## src/hw/rtl/fmp_pkg.sv

```systemverilog
// Shared constants, types and register codes of the fuzzy membership block.
// No dependencies.
package fmp_pkg;

  localparam int unsigned MaxClasses = 4;
  localparam int unsigned DataW      = 16;
  localparam int unsigned MagW       = 32;
  localparam int unsigned SqW        = 64;
  localparam int unsigned PairW      = 128;
  localparam int unsigned PartW      = 160;
  localparam int unsigned ProdW      = 192;
  localparam int unsigned HalfSumW   = 193;
  localparam int unsigned SumW       = 194;
  localparam int unsigned RemW       = 195;
  localparam int unsigned QuotW      = 17;
  localparam int unsigned DivSteps   = 17;
  localparam int unsigned QueueDepth = 2;
  localparam int unsigned AddrW      = 5;

  localparam logic [DataW-1:0] GainOne   = 16'd16384;
  localparam logic [DataW-1:0] MemberMax = 16'hFFFF;
  localparam logic [2:0]       NumReset  = 3'd3;

  typedef enum logic [2:0] {
    RegNumClasses = 3'd0,
    RegCenter0    = 3'd1,
    RegCenter1    = 3'd2,
    RegCenter2    = 3'd3,
    RegCenter3    = 3'd4
  } fmp_reg_e;

  typedef struct packed {
    logic                  bg;
    logic                  gone;
    logic [MaxClasses-1:0] act;
    logic [MaxClasses-1:0] zm;
  } fmp_ctl_t;

  typedef struct packed {
    fmp_ctl_t                        ctl;
    logic [MaxClasses-1:0][MagW-1:0] mag;
  } fmp_item_t;

endpackage

```

## src/hw/rtl/fmp_front.sv

```systemverilog
// Front end: classifies a pixel and computes class distance magnitudes.
// Depends on fmp_pkg.
module fmp_front (
  input  logic [fmp_pkg::DataW-1:0]                     intensity_i,
  input  logic [fmp_pkg::DataW-1:0]                     gain_i,
  input  logic [2:0]                                    num_classes_i,
  input  logic [fmp_pkg::MaxClasses-1:0][fmp_pkg::DataW-1:0] center_i,
  output fmp_pkg::fmp_item_t                            item_o
);
  import fmp_pkg::*;

  logic [2:0]      n;
  logic [MagW-1:0] a;
  logic [MagW-1:0] b [MaxClasses];

  always_comb begin
    n = num_classes_i;
    if (n == 3'd0) n = 3'd1;
    if (n > 3'(MaxClasses)) n = 3'(MaxClasses);
    a = {2'b00, intensity_i, 14'b0};
    item_o.ctl.bg   = intensity_i < center_i[0];
    item_o.ctl.gone = gain_i == GainOne;
    for (int k = 0; k < MaxClasses; k++) begin
      b[k] = 32'(center_i[k]) * 32'(gain_i);
      item_o.mag[k]    = (a >= b[k]) ? a - b[k] : b[k] - a;
      item_o.ctl.act[k] = 3'(k) < n;
      item_o.ctl.zm[k]  = item_o.ctl.act[k] && (item_o.mag[k] == '0);
    end
  end

endmodule

```

## config.mk

```make
export PLATFORM = sky130hd
export DESIGN_NAME = fmp_front
export DESIGN_NICKNAME = d
export VERILOG_FILES = /design/src/hw/rtl/fmp_pkg.sv /design/src/hw/rtl/fmp_front.sv
export SDC_FILE = /design/constraint.sdc
export NUM_CORES = 2
export LEC_CHECK = 0
export BUFFER_PORTS_ARGS = -buffer_cell sky130_fd_sc_hd__buf_2
export CAP_MARGIN = 5
export CORE_MARGIN = 3
export CORE_UTILIZATION = 55
export DETAILED_ROUTE_END_ITERATION = 12
export GPL_ROUTABILITY_DRIVEN = 0
export PLACE_DENSITY = 0.76
export SYNTH_ARGS = -nofsm -noshare
export SYNTH_HDL_FRONTEND = slang
export SYNTH_SLANG_ARGS = --single-unit
```

## constraint.sdc

```tcl
create_clock -name vclk -period 10.25
set_input_delay 0.5125 -clock vclk [all_inputs]
set_output_delay 0.5125 -clock vclk [all_outputs]
set_load 0.005 [all_outputs]
```

==> results.sh <==
export IMPL_num_clock_buffers=0
export IMPL_seq_area_frac_synth=0
export IMPL_status="completed"
export IMPL_antenna_found_initial=7
export IMPL_dieArea_mm2=0.0838
export IMPL_fin_area_mm2=0.0499
export IMPL_antenna_left=0
export IMPL_relSlewSlack=0.342
export IMPL_grt_max_degree=60
export IMPL_hold_class="input pin to output pin"
export IMPL_overflow=0
export IMPL_grt_pass1_vias=40700
export IMPL_yosysWarnings=0
export IMPL_coreArea_mm2=0.0793
export IMPL_worst_path_max_fanout=21
export IMPL_die_y_um=290
export IMPL_synth_area_mm2=0.0442
export IMPL_cp_arrival_ns=9.54
export IMPL_hpwlAfterDp_um=112000
export IMPL_drt_wl_total_um=143000
export IMPL_synth_distinct_cells=106
export IMPL_finalHoldViolations=0
export IMPL_wl_per_cell_um=20.5
export IMPL_cpMostUsedCell="fa_1"
export IMPL_final_common_cell="inv_1"
export IMPL_syn_nets=6951
export IMPL_seq_area_um2=0
export IMPL_start_kind="input pin"
export IMPL_grt_usage=0.328
export IMPL_maxCapViolCount=0
export IMPL_vias_per_cell=5.81
export IMPL_finalNetCount=7340
export IMPL_dr_pass1_iters=6
export IMPL_drive_gt1_frac=0.134
export IMPL_setup_tns_ns=0
export IMPL_syn_avg_cell_area_um2=8.03
export IMPL_syn2layout_area_growth_pct=12.8
export IMPL_initial_core_util=0.558
export IMPL_grt_pass1_wl_um=218000
export IMPL_die_x_um=290
export IMPL_worst_pin_slew_ns=0.980
export IMPL_dp_cells=6912
export IMPL_required_ns=9.74
export IMPL_dpl_instance_area_mm2=0.0488
export IMPL_period_minus_slack_ns=10.05
export IMPL_setup_viol=0
export IMPL_seq_cell_count=0
export IMPL_cpPeakStageDelay_ns=0.56
export IMPL_final_cell_mix="inv_1, fa_1, nand2_1"
export IMPL_drtIter0Drc=3326
export IMPL_crit_path_end_kind="output pin"
export IMPL_fin_crit_sh=0.981
export IMPL_io_pins=237
export IMPL_criticalPathCategory="input pin to output pin"
export IMPL_fmax_ghz=0.0995
export IMPL_instances_no_fill=6951
export IMPL_row_count=103
export IMPL_synthCells=5505
export IMPL_rsz0062_at_grt="yes"
export IMPL_via_count=40400
export IMPL_crit_path_top_delay_cell="fa_1"
export IMPL_slew_viol_final=0
export IMPL_remaining_drc_errors=0
export IMPL_io_buffers=236
[metal layers]
metal	track usage	part of all wire
met1	0.449	0.39
met2	0.506	0.43
met3	0.0764	0.12
met4	0.127	0.057
met5	0	0
[repair_timing]
action                     in CTS  in global routing
hold buffers                    0                  0
setup buffers                   0                 16
pin swaps                       1                 38
cloned                          1                 13
setup endpoints to repair       4                 25
resized for setup              13                153
[path summary, 6_finish.rpt]
| path | from | to | slack, ns | cells past startpoint |
|---|---|---|---|---|
| worst min-delay path | num_classes_i[2] | item_o[135] | 1.26 | 2 |
| worst max-delay path | gain_i[4] | item_o[130] | 0.20 | 41 |
[area by class of cell]
| type | instances | area [um2] |
|---|---|---|
| Multi-Input combinational cell | 4169 | 39600 |
| Fill cell | 6645 | 29400 |
| Timing Repair Buffer | 646 | 4890 |
| Inverter | 1077 | 4040 |
| Tap cell | 1050 | 1310 |
| Antenna cell | 9 | 22.5 |
[cell usage after synthesis (31+ instances only)]
library cell | count | area, um2
or3_1 | 31 | 194
and2_1 | 480 | 3000
xor2_1 | 84 | 736
a211oi_1 | 32 | 240
nor2b_1 | 38 | 238
ha_1 | 567 | 7090
a21o_1 | 126 | 946
nand2_1 | 728 | 2730
xnor2_1 | 132 | 1160
nand2b_1 | 34 | 213
fa_1 | 780 | 15600
nor2_1 | 167 | 627
o21bai_1 | 37 | 278
nand3_1 | 65 | 325
nand4_1 | 36 | 225
a21oi_1 | 208 | 1040
clkbuf_1 | 240 | 901
o21ai_0 | 145 | 726
nor3_1 | 66 | 330
inv_1 | 1077 | 4040
o21a_1 | 39 | 293
[per-stage QoR]
stage,hold slack (ns),worst slack (ns),utilization
4_1_cts,1.27,0.00820,0.616
2_1_floorplan,1.10,0.0128,-
6_report,1.26,0.200,0.630
3_3_place_gp,1.25,-0.188,0.615
3_5_place_dp,1.26,-0.231,0.615
5_1_grt,1.28,-0.148,0.629
[critical path: cells and delay by family]
| family | cells | cell delay (ns) |
|---|---|---|
| adder cells (fa/ha/maj) | 8 | 3.65 |
| AND/OR/NAND/NOR | 16 | 2.73 |
| AO/OA/AOI/OAI | 7 | 1.59 |
| buffers and inverters | 9 | 0.89 |
| XOR/XNOR | 1 | 0.16 |
[kinds of logic after synthesis]
kind of cell / Yosys count / share of synthesized area
simple gates: 1788 / 0.203
compound gates: 792 / 0.119
mux: 23 / 0.00532
fa+ha+maj: 1347 / 0.513
buf+inv: 1336 / 0.115
other cells: 1 / 0.0000848
xor+xnor: 218 / 0.0435
Power is not shown: default switching activity piles up to over one toggle a cycle in this logic, so the estimate is an artifact.
