<file path="src/hw/rtl/fmp_pkg.sv">
// Shared constants, types and register codes of the fuzzy membership block.
// No dependencies.
package fmp_pkg;

  localparam int unsigned MaxClasses = 4;
  localparam int unsigned DataW      = 16;
  localparam int unsigned MagW       = 32;
  localparam int unsigned SqW        = 64;
  localparam int unsigned PairW      = 128;
  localparam int unsigned PartW      = 160;
  localparam int unsigned ProdW      = 192;
  localparam int unsigned HalfSumW   = 193;
  localparam int unsigned SumW       = 194;
  localparam int unsigned RemW       = 195;
  localparam int unsigned QuotW      = 17;
  localparam int unsigned DivSteps   = 17;
  localparam int unsigned QueueDepth = 2;
  localparam int unsigned AddrW      = 5;

  localparam logic [DataW-1:0] GainOne   = 16'd16384;
  localparam logic [DataW-1:0] MemberMax = 16'hFFFF;
  localparam logic [2:0]       NumReset  = 3'd3;

  typedef enum logic [2:0] {
    RegNumClasses = 3'd0,
    RegCenter0    = 3'd1,
    RegCenter1    = 3'd2,
    RegCenter2    = 3'd3,
    RegCenter3    = 3'd4
  } fmp_reg_e;

  typedef struct packed {
    logic                  bg;
    logic                  gone;
    logic [MaxClasses-1:0] act;
    logic [MaxClasses-1:0] zm;
  } fmp_ctl_t;

  typedef struct packed {
    fmp_ctl_t                        ctl;
    logic [MaxClasses-1:0][MagW-1:0] mag;
  } fmp_item_t;

endpackage

</file>
<file path="src/hw/rtl/fmp_queue.sv">
// Two-entry queue between front end and back end.
// Depends on fmp_pkg.
module fmp_queue (
  input  logic               clk_i,
  input  logic               rst_ni,
  input  logic               push_i,
  input  fmp_pkg::fmp_item_t data_i,
  output logic               ready_o,
  input  logic               pop_i,
  output fmp_pkg::fmp_item_t data_o,
  output logic               valid_o
);
  import fmp_pkg::*;

  fmp_item_t  mem_q [QueueDepth];
  logic       wptr_q, wptr_d, rptr_q, rptr_d;
  logic [1:0] cnt_q, cnt_d;
  logic       do_push, do_pop;

  assign valid_o = cnt_q != 2'd0;
  assign ready_o = (cnt_q != 2'(QueueDepth)) || pop_i;
  assign data_o  = mem_q[rptr_q];
  assign do_push = push_i && ready_o;
  assign do_pop  = pop_i && valid_o;

  always_comb begin
    wptr_d = do_push ? ~wptr_q : wptr_q;
    rptr_d = do_pop ? ~rptr_q : rptr_q;
    cnt_d  = cnt_q + {1'b0, do_push} - {1'b0, do_pop};
  end

  always_ff @(posedge clk_i or negedge rst_ni) begin
    if (!rst_ni) begin
      wptr_q <= 1'b0;
      rptr_q <= 1'b0;
      cnt_q  <= '0;
    end else begin
      wptr_q <= wptr_d;
      rptr_q <= rptr_d;
      cnt_q  <= cnt_d;
    end
  end

  always_ff @(posedge clk_i) begin
    if (do_push) mem_q[wptr_q] <= data_i;
  end

endmodule

</file>
<file path="config.mk">
export PLATFORM = sky130hd
export DESIGN_NAME = fmp_queue
export DESIGN_NICKNAME = d
export VERILOG_FILES = /design/src/hw/rtl/fmp_pkg.sv /design/src/hw/rtl/fmp_queue.sv
export SDC_FILE = /design/constraint.sdc
export NUM_CORES = 1
export LEC_CHECK = 0
export ABC_AREA = 1
export CORE_MARGIN = 8
export CORE_UTILIZATION = 60
export CTS_CLUSTER_DIAMETER = 80
export DETAILED_ROUTE_END_ITERATION = 7
export DONT_BUFFER_PORTS = 1
export PLACE_DENSITY = 0.76
export SLEW_MARGIN = 5
export SYNTH_ARGS = -nofsm -noshare
export SYNTH_HDL_FRONTEND = slang
export SYNTH_SLANG_ARGS = --single-unit
</file>
<file path="constraint.sdc">
create_clock -name clk_i -period 8.47 [get_ports clk_i]
set_input_delay 0.4235 -clock clk_i [delete_from_list [all_inputs] [get_ports clk_i]]
set_output_delay 0.4235 -clock clk_i [all_outputs]
set_load 0.05 [all_outputs]
</file>
==> results.sh <==
export IMPL_viasPerCell=5.356
export IMPL_place_congestion=0.7494
export IMPL_syn2layout_area_growth_pct=21.74
export IMPL_setup_viol=0
export IMPL_hold_class="in -> reg"
export IMPL_synth_cells=752
export IMPL_ioPinCount=282
export IMPL_clock_path_buffers=3
export IMPL_final_layout_size_suffix_gt1_share_pct=4.501
export IMPL_ir_drop_mv=0.3474
export IMPL_slew_violations=0
export IMPL_cts_sinks=280
export IMPL_fin_crit_sh_pct=42.97
export IMPL_status="completed"
export IMPL_io_buffers=0
export IMPL_ys_warn_count=0
export IMPL_period_minus_slack_ps=3639
export IMPL_cts_root_buf="clkbuf_16"
export IMPL_first_pass_iters=5
export IMPL_multi_input_area_mm2=0.001659
export IMPL_relSlewSlack_pct=36.29
export IMPL_grt_pass1_wl_mm=35.64
export IMPL_p_total_mw=5.115
export IMPL_nets=1037
export IMPL_critPathLaunchType="flip-flop"
export IMPL_drt_iter0_drc=438
export IMPL_rsz0062_at_grt="no"
export IMPL_dieArea_mm2=0.02167
export IMPL_powerDensity_mw_per_mm2=406.8
export IMPL_worstPathArrival_ps=3220
export IMPL_nFillCells=1006
export IMPL_synth_distinct_cells=14
export IMPL_finalHoldViolCount=0
export IMPL_cp_data_required_time_ps=8050
export IMPL_power_leakage_nw=4.927
export IMPL_postRouteAntennaNets=0
export IMPL_synth_yosys_seq_area_share_pct=81.20
export IMPL_dp_hpwl_mm=13.65
export IMPL_ys_ff_latch=280
export IMPL_critical_path_endpoint_type="primary output"
export IMPL_path_class="reg -> out"
export IMPL_die_w_um=147.2
export IMPL_syn_avg_cell_area_um2=13.74
export IMPL_fp_dieH_um=147.2
export IMPL_numCtsBuffers=26
export IMPL_cp_max_fo=75
export IMPL_cts_max_level=1
export IMPL_tightest_slew_ps=955.6
export IMPL_wl_per_cell_um=20.64
export IMPL_grt_start_max_net_pins=91
export IMPL_post_cts_buffers=0
export IMPL_cap_violations=0
export IMPL_grt_pass1_vias=6369
export IMPL_fin_skew_ps=9.668
export IMPL_gr_usage_all_layers_pct=21.02
export IMPL_grt_ovfl_total=0
export IMPL_fmaxAchievable_ghz=0.2748
export IMPL_drcViolationCount=0
export IMPL_coreArea_mm2=0.01706
export IMPL_vias=6090
export IMPL_synth_nets=896
export IMPL_finalSetupTns_ps=0
export IMPL_cts_tree="yes"
export IMPL_clk_latency_ps=510
export IMPL_rrSetupSlack_ps=5410
export IMPL_layout_common_cells="nand2_1 (425), edfxtp_1 (276), dlygate4sd3_1 (139), clkbuf_16 (27), clkbuf_1 (9)"
export IMPL_syn_area_mm2=0.01033
export IMPL_seqCellArea_mm2=0.008392
export IMPL_rows=48
export IMPL_antenna_found_initial=1
export IMPL_final_common_cell="nand2_1"
export IMPL_cts_reportedPaths_clkPinSlew_ps=60
export IMPL_start_util_pct=60.56
export IMPL_totalWireLength_mm=23.47
==> state kept, by name, summed over array words and instances, names as in the netlist <==
name,count
cnt_q,2
mem_q,276
rptr_q,1
wptr_q,1
==> synthesized netlist by cell type <==
library cell    n  area, um^2
inv_4           1       6.260
nor2_1          1       3.750
xor2_1          1       8.760
buf_4           3       22.52
nand2_1       425        1595
inv_1           8       30.03
buf_2          14       70.07
buf_8           1       15.01
nand3_1         2       10.01
edfxtp_1      276        8288
xnor2_1         1       8.760
buf_6          13       146.4
ha_1            2       25.02
dfrtp_1         4       100.1
==> report_power, final <==
part           leakage, nW  internal, mW  total [mW]  switching, mW
Clock                0.377         0.599        1.06          0.458
Sequential            2.63          1.86        1.98          0.114
Combinational         1.92         0.220        2.08           1.86
==> cells by family after synthesis <==
kind of cell	synth area share (%)
DFF	81.20
adders and majority gates	0.2422
xor gates and xnor gates	0.1696
and+or+nand+nor	15.58
buffers and inverters	2.810
==> final timing paths <==
path                               startpoint                endpoint  depth (start not counted)
min in group asynchronous              rst_ni      cnt_q[1]$_DFF_PN0_                          1
max in group asynchronous              rst_ni      rptr_q$_DFFE_PN0P_                          1
min                                     pop_i      rptr_q$_DFFE_PN0P_                          3
max reg2reg                cnt_q[1]$_DFF_PN0_  mem_q[0][83]$_DFFE_PP_                          4
min reg2reg                wptr_q$_DFFE_PN0N_      wptr_q$_DFFE_PN0N_                          2
max                        rptr_q$_DFFE_PN0P_             data_o[121]                          4
==> repair_timing <==
action | 4_1_cts | 5_1_grt
resized for setup | 0 | 0
hold buffers | 139 | 0
hold endpoints to repair | 280 | 0
==> worst max-delay path, stage by stage, from the launching register on <==
cell	delay, ps
dfrtp_4	700
inv_4	570
buf_4	750
nand2_1	190
nand2_1	420
==> final cells by class <==
type	instances	area share, %
Antenna cell	1	0.01990
Clock buffer	38	5.860
Clock inverter	8	0.2686
Inverter	9	0.3283
Multi-Input combinational cell	432	13.19
Sequential cell	280	66.73
Tap cell	225	2.239
Timing Repair Buffer	144	11.36
==> through the flow <==
| step | area, um^2 | hold slack, ps | utilization [%] | worst slack [ps] | cells |
|---|---|---|---|---|---|
| floorplan | 10330 | 127.9 | - | 1010 | 752 |
| global placement | 10410 | 128.2 | 61.04 | 5472 | 951 |
| detailed placement | 10410 | 128.2 | 61.04 | 5431 | 951 |
| CTS | 12570 | 98.58 | 73.72 | 4871 | 1136 |
| global route | 12580 | 133.1 | 73.73 | 4654 | 1137 |
| finish | 12580 | 128.4 | 73.73 | 4831 | 1137 |
==> routing by layer <==
| layer | part of all wire [%] | track usage [%] | vias to the layer above |
|---|---|---|---|
| met5 | 0 | 0 | - |
| met4 | 2.5 | 6.935 | 0 |
| met3 | 11 | 7.751 | 53 |
| met2 | 51 | 35.85 | 337 |
| met1 | 36 | 24.12 | 2892 |
| li1 | - | - | 2808 |
(Power assumes the default switching activity.)
